### config.mk
export PLATFORM = sky130hd
export DESIGN_NAME = rect_blit_address_generator_top
export DESIGN_NICKNAME = d
export VERILOG_FILES = /design/src/rtl/core/rbag_pkg.sv /design/src/rtl/core/rect_blit_address_generator_top.sv /design/src/rtl/core/rbag_csr.sv /design/src/rtl/core/rbag_walker.sv /design/src/rtl/core/rbag_index.sv
export SDC_FILE = /design/constraint.sdc
export NUM_CORES = 2
export LEC_CHECK = 0
export ABC_AREA = 1
export BUFFER_PORTS_ARGS = -buffer_cell sky130_fd_sc_hd__buf_4
export CORE_ASPECT_RATIO = 0.75
export CORE_UTILIZATION = 58
export CTS_BUF_LIST = sky130_fd_sc_hd__clkbuf_8
export DETAILED_ROUTE_END_ITERATION = 16
export PLACE_DENSITY_LB_ADDON = 0.2
export REMOVE_ABC_BUFFERS = 1
export SLEW_MARGIN = 20
export SYNTH_ARGS = -nofsm -noshare
export SYNTH_HDL_FRONTEND = slang
export SYNTH_SLANG_ARGS = --single-unit
### constraint.sdc
create_clock -name clock -period 9.43 [get_ports clock]
set_input_delay 1.886 -clock clock [delete_from_list [all_inputs] [get_ports clock]]
set_output_delay 1.886 -clock clock [all_outputs]
set_load 0.03 [all_outputs]
### src/rtl/core/rbag_pkg.sv
// shared constants, codes and types of the rectangle blit address generator
`default_nettype none

package rbag_pkg;

   // rectangle limits and the counter widths that follow from them
   localparam int MAX_WIDTH  = 8192;
   localparam int MAX_HEIGHT = 4096;
   localparam int COL_W      = $clog2(MAX_WIDTH);
   localparam int ROW_W      = $clog2(MAX_HEIGHT);
   localparam int WID_W      = COL_W + 1;
   localparam int HGT_W      = ROW_W + 1;

   // field widths
   localparam int PITCH_W    = 14;
   localparam int X_W        = 13;
   localparam int Y_W        = 12;
   localparam int RECT_W_W   = 14;
   localparam int RECT_H_W   = 13;
   localparam int COLOR_W    = 32;
   localparam int PIXEL_W    = 32;
   localparam int INDEX_W    = 25;
   localparam int FUNC_W     = 2;
   localparam int KIND_W     = 2;

   // absolute row and column sums
   localparam int ROWSUM_W   = ((Y_W > ROW_W) ? Y_W : ROW_W) + 1;
   localparam int COLSUM_W   = ((X_W > COL_W) ? X_W : COL_W) + 1;

   // register file
   localparam int NUM_REGS    = 8;
   localparam int REG_IDX_W   = $clog2(NUM_REGS);
   localparam int CSR_ADDR_W  = REG_IDX_W + 2;
   localparam int CSR_DATA_W  = 32;
   localparam int PITCH_RESET = 1024;

   typedef enum logic [FUNC_W-1:0] {
      FUNC_FILL    = 2'd0,
      FUNC_COPY    = 2'd1,
      FUNC_IMAGE   = 2'd2,
      FUNC_ADVANCE = 2'd3
   } func_type;

   typedef enum logic [KIND_W-1:0] {
      OP_FILL  = 2'd0,
      OP_COPY  = 2'd1,
      OP_IMAGE = 2'd2
   } op_kind_type;

   typedef enum logic [REG_IDX_W-1:0] {
      REG_LINE_PITCH  = 3'd0,
      REG_DEST_X      = 3'd1,
      REG_DEST_Y      = 3'd2,
      REG_SOURCE_X    = 3'd3,
      REG_SOURCE_Y    = 3'd4,
      REG_RECT_WIDTH  = 3'd5,
      REG_RECT_HEIGHT = 3'd6,
      REG_FILL_COLOR  = 3'd7
   } reg_index_type;

   typedef struct packed {
      logic [PITCH_W-1:0]  line_pitch;
      logic [X_W-1:0]      dest_x;
      logic [Y_W-1:0]      dest_y;
      logic [X_W-1:0]      source_x;
      logic [Y_W-1:0]      source_y;
      logic [RECT_W_W-1:0] rect_width;
      logic [RECT_H_W-1:0] rect_height;
      logic [COLOR_W-1:0]  fill_color;
   } cfg_type;

   // one pixel operation between the walker and the index stage
   typedef struct packed {
      logic                valid;
      op_kind_type         kind;
      logic [ROWSUM_W-1:0] dest_row;
      logic [COLSUM_W-1:0] dest_col;
      logic [ROWSUM_W-1:0] source_row;
      logic [COLSUM_W-1:0] source_col;
      logic [PIXEL_W-1:0]  pixel;
      logic                last;
   } op_type;

endpackage

`default_nettype wire

### src/rtl/core/rect_blit_address_generator_top.sv
// Rectangle blit address generator: top level.
// Start requests (fill, copy, image) arm a walk over the rectangle set up in
// the csr registers; each later advance request yields one pixel operation on
// the rsp channel, with destination index (row+y)*pitch+x+column, the source
// index for copy, the value to write and a last flag on the final pixel.
// Start requests and advances while idle produce no response.
// Channels: req and rsp use valid/stall; a request moves when valid is high
// and stall is low. The csr port is apb-style, always ready, 32-bit data.
// An accepted advance passes the walker operation register and then the result
// register, from which its response is valid on rsp.
// Throughput: one request per cycle while rsp_stall is low, set by the walker
// step and the registered multiply-add stage; a stalled response holds both.
// Stall: a stalled response holds in the result register while the next
// operation waits in the walker stage; req_stall rises only when both are
// full, so no operation is lost or repeated.
// Reset: synchronous, clears the walk (idle), both stages, and loads pitch 1024
// with all other registers zero.
`default_nettype none

module rect_blit_address_generator_top import rbag_pkg::*; (
   input  logic                  clock,
   input  logic                  reset,
   input  logic                  req_valid,
   output logic                  req_stall,
   input  logic [FUNC_W-1:0]     req_func,
   input  logic [PIXEL_W-1:0]    req_pixel_in,
   output logic                  rsp_valid,
   input  logic                  rsp_stall,
   output logic [KIND_W-1:0]     rsp_op_kind,
   output logic [INDEX_W-1:0]    rsp_dest_index,
   output logic [INDEX_W-1:0]    rsp_source_index,
   output logic [COLOR_W-1:0]    rsp_write_value,
   output logic                  rsp_last_op,
   input  logic                  csr_psel,
   input  logic                  csr_penable,
   input  logic                  csr_pwrite,
   input  logic [CSR_ADDR_W-1:0] csr_paddr,
   input  logic [CSR_DATA_W-1:0] csr_pwdata,
   output logic [CSR_DATA_W-1:0] csr_prdata,
   output logic                  csr_pready
);

   cfg_type cfg;
   op_type  op;
   logic    op_take;

   rbag_csr u_csr (
      .clock       (clock),
      .reset       (reset),
      .csr_psel    (csr_psel),
      .csr_penable (csr_penable),
      .csr_pwrite  (csr_pwrite),
      .csr_paddr   (csr_paddr),
      .csr_pwdata  (csr_pwdata),
      .csr_prdata  (csr_prdata),
      .csr_pready  (csr_pready),
      .cfg         (cfg)
   );

   rbag_walker u_walker (
      .clock        (clock),
      .reset        (reset),
      .cfg          (cfg),
      .req_valid    (req_valid),
      .req_stall    (req_stall),
      .req_func     (req_func),
      .req_pixel_in (req_pixel_in),
      .op_take      (op_take),
      .op           (op)
   );

   rbag_index u_index (
      .clock            (clock),
      .reset            (reset),
      .cfg              (cfg),
      .op               (op),
      .op_take          (op_take),
      .rsp_valid        (rsp_valid),
      .rsp_stall        (rsp_stall),
      .rsp_op_kind      (rsp_op_kind),
      .rsp_dest_index   (rsp_dest_index),
      .rsp_source_index (rsp_source_index),
      .rsp_write_value  (rsp_write_value),
      .rsp_last_op      (rsp_last_op)
   );

endmodule

`default_nettype wire

### src/rtl/core/rbag_csr.sv
// configuration registers with an apb-style access port
`default_nettype none

module rbag_csr import rbag_pkg::*; (
   input  logic                  clock,
   input  logic                  reset,
   input  logic                  csr_psel,
   input  logic                  csr_penable,
   input  logic                  csr_pwrite,
   input  logic [CSR_ADDR_W-1:0] csr_paddr,
   input  logic [CSR_DATA_W-1:0] csr_pwdata,
   output logic [CSR_DATA_W-1:0] csr_prdata,
   output logic                  csr_pready,
   output cfg_type               cfg
);

   cfg_type       cfg_ff;
   cfg_type       cfg_in;
   reg_index_type reg_idx;
   logic          wr_en;

   assign csr_pready = 1'b1;
   assign reg_idx    = reg_index_type'(csr_paddr[CSR_ADDR_W-1:2]);
   assign wr_en      = csr_psel && csr_penable && csr_pwrite && csr_pready;
   assign cfg        = cfg_ff;

   // register write decode
   always_comb begin
      cfg_in = cfg_ff;
      if (wr_en) begin
         unique case (reg_idx)
            REG_LINE_PITCH:  cfg_in.line_pitch  = csr_pwdata[PITCH_W-1:0];
            REG_DEST_X:      cfg_in.dest_x      = csr_pwdata[X_W-1:0];
            REG_DEST_Y:      cfg_in.dest_y      = csr_pwdata[Y_W-1:0];
            REG_SOURCE_X:    cfg_in.source_x    = csr_pwdata[X_W-1:0];
            REG_SOURCE_Y:    cfg_in.source_y    = csr_pwdata[Y_W-1:0];
            REG_RECT_WIDTH:  cfg_in.rect_width  = csr_pwdata[RECT_W_W-1:0];
            REG_RECT_HEIGHT: cfg_in.rect_height = csr_pwdata[RECT_H_W-1:0];
            REG_FILL_COLOR:  cfg_in.fill_color  = csr_pwdata[COLOR_W-1:0];
         endcase
      end
   end

   always_ff @(posedge clock) begin
      if (reset) begin
         cfg_ff <= '{line_pitch: PITCH_W'(PITCH_RESET), default: '0};
      end else begin
         cfg_ff <= cfg_in;
      end
   end

   // read mux
   always_comb begin
      unique case (reg_idx)
         REG_LINE_PITCH:  csr_prdata = CSR_DATA_W'(cfg_ff.line_pitch);
         REG_DEST_X:      csr_prdata = CSR_DATA_W'(cfg_ff.dest_x);
         REG_DEST_Y:      csr_prdata = CSR_DATA_W'(cfg_ff.dest_y);
         REG_SOURCE_X:    csr_prdata = CSR_DATA_W'(cfg_ff.source_x);
         REG_SOURCE_Y:    csr_prdata = CSR_DATA_W'(cfg_ff.source_y);
         REG_RECT_WIDTH:  csr_prdata = CSR_DATA_W'(cfg_ff.rect_width);
         REG_RECT_HEIGHT: csr_prdata = CSR_DATA_W'(cfg_ff.rect_height);
         REG_FILL_COLOR:  csr_prdata = CSR_DATA_W'(cfg_ff.fill_color);
      endcase
   end

endmodule

`default_nettype wire

### src/rtl/core/rbag_walker.sv
// rectangle walk state and the registered pixel operation it produces
`default_nettype none

module rbag_walker import rbag_pkg::*; (
   input  logic               clock,
   input  logic               reset,
   input  cfg_type            cfg,
   input  logic               req_valid,
   output logic               req_stall,
   input  logic [FUNC_W-1:0]  req_func,
   input  logic [PIXEL_W-1:0] req_pixel_in,
   input  logic               op_take,
   output op_type             op
);

   logic        busy_ff,      busy_in;
   op_kind_type mode_ff,      mode_in;
   logic [COL_W-1:0] col_ff,  col_in;
   logic [ROW_W-1:0] row_ff,  row_in;
   logic        cols_desc_ff, cols_desc_in;
   logic        rows_desc_ff, rows_desc_in;
   op_type      op_ff,        op_in;

   logic [WID_W-1:0] w_eff;
   logic [HGT_W-1:0] h_eff;
   logic             stage_ready;
   logic             accept;
   logic             col_end;
   logic             row_end;
   func_type         func;

   assign func        = func_type'(req_func);
   assign stage_ready = !op_ff.valid || op_take;
   assign accept      = req_valid && stage_ready;
   assign req_stall   = !stage_ready;
   assign op          = op_ff;

   // oversize rectangles saturate
   always_comb begin
      if (32'(cfg.rect_width) > 32'(MAX_WIDTH)) begin
         w_eff = WID_W'(MAX_WIDTH);
      end else begin
         w_eff = WID_W'(cfg.rect_width);
      end
      if (32'(cfg.rect_height) > 32'(MAX_HEIGHT)) begin
         h_eff = HGT_W'(MAX_HEIGHT);
      end else begin
         h_eff = HGT_W'(cfg.rect_height);
      end
   end

   // end of row and end of rectangle against the current geometry
   always_comb begin
      if (cols_desc_ff) begin
         col_end = (col_ff == '0);
      end else begin
         col_end = (WID_W'(col_ff) + WID_W'(1)) >= w_eff;
      end
      if (rows_desc_ff) begin
         row_end = (row_ff == '0);
      end else begin
         row_end = (HGT_W'(row_ff) + HGT_W'(1)) >= h_eff;
      end
   end

   // walk step for one request
   always_comb begin
      busy_in      = busy_ff;
      mode_in      = mode_ff;
      col_in       = col_ff;
      row_in       = row_ff;
      cols_desc_in = cols_desc_ff;
      rows_desc_in = rows_desc_ff;
      op_in        = op_ff;
      if (stage_ready) begin
         op_in.valid = 1'b0;
      end
      if (accept) begin
         if (func != FUNC_ADVANCE) begin
            // start: arm a new walk, dropping any walk in progress
            busy_in = 1'b0;
            mode_in = op_kind_type'(req_func);
            if ((w_eff != '0) && (h_eff != '0)) begin
               rows_desc_in = (func == FUNC_COPY) && (cfg.dest_y >= cfg.source_y);
               cols_desc_in = (func == FUNC_COPY) && (cfg.dest_x >= cfg.source_x);
               row_in  = rows_desc_in ? ROW_W'(h_eff - HGT_W'(1)) : '0;
               col_in  = cols_desc_in ? COL_W'(w_eff - WID_W'(1)) : '0;
               busy_in = 1'b1;
            end
         end else if (busy_ff) begin
            // advance: emit one operation and step
            op_in.valid      = 1'b1;
            op_in.kind       = mode_ff;
            op_in.dest_row   = ROWSUM_W'(row_ff) + ROWSUM_W'(cfg.dest_y);
            op_in.dest_col   = COLSUM_W'(col_ff) + COLSUM_W'(cfg.dest_x);
            op_in.source_row = ROWSUM_W'(row_ff) + ROWSUM_W'(cfg.source_y);
            op_in.source_col = COLSUM_W'(col_ff) + COLSUM_W'(cfg.source_x);
            op_in.pixel      = req_pixel_in;
            op_in.last       = col_end && row_end;
            if (col_end && row_end) begin
               busy_in = 1'b0;
            end else if (col_end) begin
               if (cols_desc_ff) begin
                  col_in = (w_eff == '0) ? '0 : COL_W'(w_eff - WID_W'(1));
               end else begin
                  col_in = '0;
               end
               row_in = rows_desc_ff ? (row_ff - ROW_W'(1)) : (row_ff + ROW_W'(1));
            end else begin
               col_in = cols_desc_ff ? (col_ff - COL_W'(1)) : (col_ff + COL_W'(1));
            end
         end
      end
   end

   always_ff @(posedge clock) begin
      if (reset) begin
         busy_ff      <= 1'b0;
         mode_ff      <= OP_FILL;
         col_ff       <= '0;
         row_ff       <= '0;
         cols_desc_ff <= 1'b0;
         rows_desc_ff <= 1'b0;
         op_ff.valid  <= 1'b0;
      end else begin
         busy_ff      <= busy_in;
         mode_ff      <= mode_in;
         col_ff       <= col_in;
         row_ff       <= row_in;
         cols_desc_ff <= cols_desc_in;
         rows_desc_ff <= rows_desc_in;
         op_ff.valid  <= op_in.valid;
      end
      // payload fields carry no reset
      op_ff.kind       <= op_in.kind;
      op_ff.dest_row   <= op_in.dest_row;
      op_ff.dest_col   <= op_in.dest_col;
      op_ff.source_row <= op_in.source_row;
      op_ff.source_col <= op_in.source_col;
      op_ff.pixel      <= op_in.pixel;
      op_ff.last       <= op_in.last;
   end

endmodule

`default_nettype wire

### src/rtl/core/rbag_index.sv
// pixel index multiply-add and the result register
`default_nettype none

module rbag_index import rbag_pkg::*; (
   input  logic               clock,
   input  logic               reset,
   input  cfg_type            cfg,
   input  op_type             op,
   output logic               op_take,
   output logic               rsp_valid,
   input  logic               rsp_stall,
   output logic [KIND_W-1:0]  rsp_op_kind,
   output logic [INDEX_W-1:0] rsp_dest_index,
   output logic [INDEX_W-1:0] rsp_source_index,
   output logic [COLOR_W-1:0] rsp_write_value,
   output logic               rsp_last_op
);

   logic                        rsp_valid_ff,  rsp_valid_in;
   op_kind_type                 kind_ff;
   logic [INDEX_W-1:0]          dest_ff,       dest_in;
   logic [INDEX_W-1:0]          source_ff,     source_in;
   logic [COLOR_W-1:0]          value_ff,      value_in;
   logic                        last_ff;
   logic [ROWSUM_W+PITCH_W-1:0] dest_prod;
   logic [ROWSUM_W+PITCH_W-1:0] source_prod;

   // result register is free or being emptied this cycle
   assign op_take = !rsp_valid_ff || !rsp_stall;

   // row times pitch plus column, wrapping at the index width
   always_comb begin
      dest_prod   = (ROWSUM_W + PITCH_W)'(op.dest_row) * (ROWSUM_W + PITCH_W)'(cfg.line_pitch);
      source_prod = (ROWSUM_W + PITCH_W)'(op.source_row)
                    * (ROWSUM_W + PITCH_W)'(cfg.line_pitch);
      dest_in     = INDEX_W'(dest_prod) + INDEX_W'(op.dest_col);
      if (op.kind == OP_COPY) begin
         source_in = INDEX_W'(source_prod) + INDEX_W'(op.source_col);
      end else begin
         source_in = '0;
      end
   end

   // value written per operation kind
   always_comb begin
      unique case (op.kind)
         OP_FILL:  value_in = cfg.fill_color;
         OP_IMAGE: value_in = op.pixel;
         default:  value_in = '0;
      endcase
   end

   always_comb begin
      rsp_valid_in = rsp_valid_ff;
      if (op_take) begin
         rsp_valid_in = op.valid;
      end
   end

   always_ff @(posedge clock) begin
      if (reset) begin
         rsp_valid_ff <= 1'b0;
      end else begin
         rsp_valid_ff <= rsp_valid_in;
      end
      if (op_take && op.valid) begin
         kind_ff   <= op.kind;
         dest_ff   <= dest_in;
         source_ff <= source_in;
         value_ff  <= value_in;
         last_ff   <= op.last;
      end
   end

   assign rsp_valid        = rsp_valid_ff;
   assign rsp_op_kind      = kind_ff;
   assign rsp_dest_index   = dest_ff;
   assign rsp_source_index = source_ff;
   assign rsp_write_value  = value_ff;
   assign rsp_last_op      = last_ff;

endmodule

`default_nettype wire

* Word-level counts from Yosys, hierarchy flattened
Index checks and enable logic that the tools add are counted.
W data, S select, Z words.
** Storage, ports and cells
- Register bits :: 329
- Bits of input ports :: 78
- Output and inout port bits :: 120
- Logic and storage cells :: 130
** Cells by class
- $add $sub $neg :: 14
- $mul :: 2
- $lt $le $gt $ge :: 6
- Equal/unequal tests :: 13
- Muxes and demuxes :: 30
- Bitwise logic cells :: 1
- Reduce and logical (&&, ||, !) cells :: 36
** Operators with widths (count)
- $mux W90 :: 3
- $pmux W32 S8 :: 1
- $mux W13 :: 10
- $mux W12 :: 7
- $pmux W32 S2 :: 1
- $add A25 B14 Y25 :: 2
- $mul A13 B14 Y25 :: 2
- $add A13 B13 Y14 :: 2
- $add A12 B12 Y13 :: 2
- $ge A13 B13 Y1 :: 2
- $sub A13 B1 Y13 const B :: 2
- $sub A12 B1 Y12 const B :: 2
- $reduce_and A2 Y1 :: 9
- $add A13 B1 Y14 const B :: 1
- $ge A14 B14 Y1 :: 1
- $gt A14 B14 Y1 const B :: 1
- $logic_not A14 Y1 :: 1
- $mux W14 :: 1
- $reduce_bool A14 Y1 :: 1
- $add A12 B1 Y13 const B :: 1
- $add A13 B1 Y13 const B :: 1
- $gt A13 B13 Y1 const B :: 1
- $logic_not A13 Y1 :: 1
- $reduce_bool A13 Y1 :: 1
- other kinds (21) :: 46

* Longest topological paths before layout
- Depth after elaboration :: 9
- Depth in mapped cells :: 28
- Gate-level depth less buffers :: 26

* By module
Synthesis repeated with hierarchy kept, for this count alone.
** Unflattened totals
- Cells, all modules :: 4232
- Area total of the unflattened synthesis :: 32377.3 um^2
** By module, submodules not included
- rbag_index :: instances 1, cells each 2234, area an instance 17172.7 um^2, seq. area each 2572.5 um^2
- rbag_walker :: instances 1, cells each 1168, area an instance 9489.1 um^2, seq. area each 3293.2 um^2
- rbag_csr :: instances 1, cells each 830, area an instance 5715.5 um^2, seq. area each 2462.4 um^2

* Worst setup path before layout
No wires, ideal clock.
- Path type :: input to register
- Start :: input port rsp_stall
- End :: register u_walker.col_ff[5]
- Library setup time :: 109 ps
- Arrival time :: 10059 ps
- Data required time :: 9321 ps
- Slack :: -739 ps
- Cell stages on the path :: 10
- Buffers on the path :: 0
- Path through :: nand2_1 > nor2_1 > inv_1 > nand2_1 > nor3_1 > inv_1 > a21oi_2 > nand3_1 > nand2_1 > inv_1
** Between the ends
- Longest elaborated chain between the ends :: 5
** RTL lines
- start, declared :: line rect_blit_address_generator_top.sv:28 : input logic rsp_stall,
- $logic_not A1 Y1 :: line rbag_index.sv:29 : assign op_take = !rsp_valid_ff || !rsp_stall;
- $logic_or A1 B1 Y1 :: line rbag_index.sv:29
- $logic_or A1 B1 Y1 :: line rbag_walker.sv:33 : assign stage_ready = !op_ff.valid || op_take;
- $logic_and A1 B1 Y1 :: line rbag_walker.sv:34 : assign accept = req_valid && stage_ready;
- $reduce_and A4 Y1 (no line)
- end signal, assigned :: line rbag_walker.sv:128 : col_ff <= col_in;
- end, declared :: line rbag_walker.sv:18 : logic [COL_W-1:0] col_ff, col_in;
Every way passes these cells.
A chain may end at the register's enable or synchronous reset.

* Final worst setup path
- Start :: register u_csr.cfg_ff, in the netlist u_csr.cfg[113]
- End :: register u_index.dest_ff[24], in the netlist u_index.rsp_dest_index[24], data pin
** Between the ends
- Longest elaborated chain between the ends :: 2
** RTL lines
- start, declared :: line rbag_csr.sv:17 : cfg_type cfg_ff;
- start signal, assigned :: line rbag_csr.sv:48 : cfg_ff <= cfg_in;
- $mul A13 B14 Y25 :: line rbag_index.sv:33 : dest_prod = (ROWSUM_W + PITCH_W)'(op.dest_row) * (ROWSUM_W + PITCH_W)'(cfg.line_pitch);
- $add A25 B14 Y25 :: line rbag_index.sv:36 : dest_in = INDEX_W'(dest_prod) + INDEX_W'(op.dest_col);
- named net u_index.dest_in[24] :: line rbag_index.sv:21 : logic [INDEX_W-1:0] dest_ff, dest_in;
- end signal, assigned :: line rbag_index.sv:68 : dest_ff <= dest_in;
- end, declared :: line rbag_index.sv:21
The timed path passes the listed nets, and every way through them passes these cells.

==> results.sh <==
export IMPL_vias_per_cell=5.48
export IMPL_cts_made_buffers=56
export IMPL_layout_common_cells="inv_1, nand2_1, ha_1"
export IMPL_ant_nets=0
export IMPL_p_leak_nw=17.7
export IMPL_layout_commonest_cell="inv_1"
export IMPL_yosys_register_bits=329
export IMPL_cellPowerDensity_mw_per_mm2=98.9
export IMPL_synthTopCellsByArea="fa_1, edfxtp_1, ha_1"
export IMPL_antenna_found_initial=2
export IMPL_synth_edf_count=174
export IMPL_required_ns=9.84
export IMPL_fin_crit_ns=6.57
export IMPL_wl_per_cell_um=18.0
export IMPL_cts_resized=0
export IMPL_cts_num_sinks=329
export IMPL_postLayoutSetupSlackWorst_ns=2.86
export IMPL_synthCells=3787
export IMPL_grt_pass1_vias=25000
export IMPL_fin_nets=4590
export IMPL_drc=0
export IMPL_grt_pass1_wl_um=135000
export IMPL_h_tree_depth=2
export IMPL_dp_slack_ns=3.03
export IMPL_yosysSeqAreaShare_pct=27.2
export IMPL_hold_path_class="reg2reg"
export IMPL_postCtsSetupBuffers=0
export IMPL_io_buffers=194
export IMPL_synthAdderAreaFrac_pct=30.7
export IMPL_arrival_ns=6.98
export IMPL_synth_top_family_by_area="adder cells"
export IMPL_grt_usage_pct=32.2
export IMPL_synth_top_cell_by_area="fa_1"
export IMPL_grt_max_degree=110
export IMPL_crit_path_end_kind="register"
export IMPL_route_vias_total=25700
export IMPL_die_area_mm2=0.0538
export IMPL_worstSetupPathType="reg2reg"
export IMPL_synth_compound_area_share_pct=11.7
export IMPL_io_pins=198
export IMPL_finalHoldViolCount=0
export IMPL_r2r_start="u_csr.cfg[113]"
export IMPL_power_mw=3.35
export IMPL_reg2reg_to="u_index.rsp_dest_index[24]"
export IMPL_min_from="u_walker.mode_ff[0]"
export IMPL_fin_crit_sh_pct=69.7
export IMPL_start_util_pct=59.1
export IMPL_first_pass_iters=8
export IMPL_fin_skew_ns=0.0687
export IMPL_cts_root_buf="clkbuf_8"
export IMPL_hold_path_end="u_walker.op[87]"
export IMPL_synth_cell_types=54
export IMPL_die_w_um=267
export IMPL_synthesis_area_mm2=0.0306
export IMPL_fp_coreArea_mm2=0.0519
export IMPL_row_count=72
export IMPL_grt_overflow=0
export IMPL_tightest_slew_ns=1.10
export IMPL_timing_fmax_mhz=152
export IMPL_drive_gt1_share_pct=8.71
export IMPL_synth_xor_area_share_pct=3.23
export IMPL_die_h_um=201
export IMPL_max_clock_path_buffers=3
export IMPL_place_congestion=1.04
export IMPL_yosys_warnings=0
export IMPL_cts_tree="built"
export IMPL_async_reset_ff_share_pct=0
export IMPL_r2r_cells=20
export IMPL_synthFlopType="edfxtp_1"
export IMPL_synthMuxAreaShare_pct=0
export IMPL_final_area_mm2=0.0339
export IMPL_start_kind="register"
export IMPL_worst_path_max_fanout=18
export IMPL_vdd_drop_max_mv=0.159
export IMPL_rsz0062_at_grt="no"
export IMPL_dpl_hpwl_um=64600
export IMPL_syn_area_per_cell_um2=8.09
export IMPL_setup_viol=0
export IMPL_cts_hold_buf=0
export IMPL_clock_latency_ns=0.72
export IMPL_place_area_mm2=0.0327
export IMPL_drv_cap=0
export IMPL_hold_depth=0
export IMPL_maxSlewViolCount=0
export IMPL_synth_top_area_share_pct=18.8
export IMPL_syn_to_final_growth_pct=10.6
export IMPL_hold_ws_ns=0.433
export IMPL_r2r_slack_ns=2.86
export IMPL_drt_iter0_drc=2503
export IMPL_synthSimpleGateAreaFrac_pct=15.5
export IMPL_totalWireLength_um=84400
export IMPL_clk_pin_slew_ns=0.07
export IMPL_outcome="finished clean"
export IMPL_maxSlewHeadroom_pct=26.7
==> critical path: stages (launching register included) <==
cell and delay (ns):
dfxtp_1 1.03, nand2_1 0.16, fa_1 0.44, fa_1 0.51, fa_1 0.54, inv_1 0.05, fa_1 0.45, fa_1 0.49
inv_1 0.05, fa_1 0.47, inv_1 0.04, ha_1 0.35, a21oi_1 0.20, nor2_1 0.06, a211oi_1 0.21, o21ai_0 0.13
a21oi_1 0.39, o21ai_0 0.31, nand3_1 0.14, nand2_1 0.09, xor2_1 0.15
==> cells by family (layout without fill, tap and decap cells) <==
group,count (synthesis),count (layout)
and+or+nand+nor,1158,1158
buffers and inverters,957,1152
AOI/OAI and AO/OA,651,651
adders and majority gates,578,578
DFF,329,329
xor gates and xnor gates,113,113
other,1,3
==> cells in the mapped netlist, drive strengths merged (9+ instances only) <==
| library cell | instances |
|---|---|
| inv | 826 |
| nand2 | 695 |
| ha | 290 |
| fa | 288 |
| a21oi | 274 |
| o21ai | 272 |
| nor2 | 266 |
| edfxtp | 174 |
| dfxtp | 155 |
| nand3 | 125 |
| clkbuf | 110 |
| xor2 | 69 |
| xnor2 | 44 |
| nand4 | 31 |
| nor3 | 28 |
| a221oi | 24 |
| buf | 20 |
| o22ai | 17 |
| o21bai | 14 |
| a31oi | 9 |
==> per-stage QoR <==
step | util, % | setup TNS (ns) | std cells
2_1_floorplan | - | -13.92 | 3657
3_3_place_gp | 63.0 | 0 | 4578
3_5_place_dp | 63.0 | 0 | 4579
4_1_cts | 65.3 | 0 | 4685
5_1_grt | 65.3 | 0 | 4686
6_report | 65.3 | 0 | 4687
==> routing by layer <==
| metal | GRT usage, % | wire length [um] |
|---|---|---|
| met4 | 9.41 | 1920 |
| met3 | 5.80 | 8260 |
| met2 | 49.6 | 37200 |
| met5 | 0 | 13 |
| met1 | 46.4 | 37000 |
==> worst max-delay path by stage <==
stage                               from                         end  slack (ns)  cells after the start
after floorplan                rsp_stall          u_walker.col_ff[2]       -0.76                      9
after global placement    u_csr.cfg[113]  u_index.rsp_dest_index[24]        3.08                     20
after detailed placement  u_csr.cfg[113]  u_index.rsp_dest_index[24]        3.03                     25
after CTS                 u_csr.cfg[113]  u_index.rsp_dest_index[24]        2.97                     20
after global routing      u_csr.cfg[113]  u_index.rsp_dest_index[24]        2.47                     20
final                     u_csr.cfg[113]  u_index.rsp_dest_index[24]        2.86                     20
==> registers in the layout, summed over array words and instances, names as in the netlist <==
register	count
u_csr.cfg	123
u_index.rsp_dest_index	25
u_index.rsp_last_op	1
u_index.rsp_op_kind	2
u_index.rsp_source_index	25
u_index.rsp_valid	1
u_index.rsp_write_value	32
u_walker.busy_ff	1
u_walker.col_ff	13
u_walker.cols_desc_ff	1
u_walker.mode_ff	2
u_walker.op	90
u_walker.row_ff	12
u_walker.rows_desc_ff	1
==> power by group <==
part	total [mW]	internal (mW)	switching (mW)
Sequential	1.54	1.52	0.0222
Combinational	0.422	0.151	0.271
Clock	1.39	0.721	0.671
Total	3.35	2.39	0.965
==> layout make-up <==
class | count | area, um2
clock inverters | 45 | 344
diodes | 2 | 5.00
inverters | 827 | 3110
fillers | 4456 | 18000
multi-input cells | 2501 | 18700
clock buffers | 61 | 840
flip-flops and latches | 329 | 8330
repair buffers | 219 | 1660
well taps | 703 | 880
(Power assumes the default switching activity.)
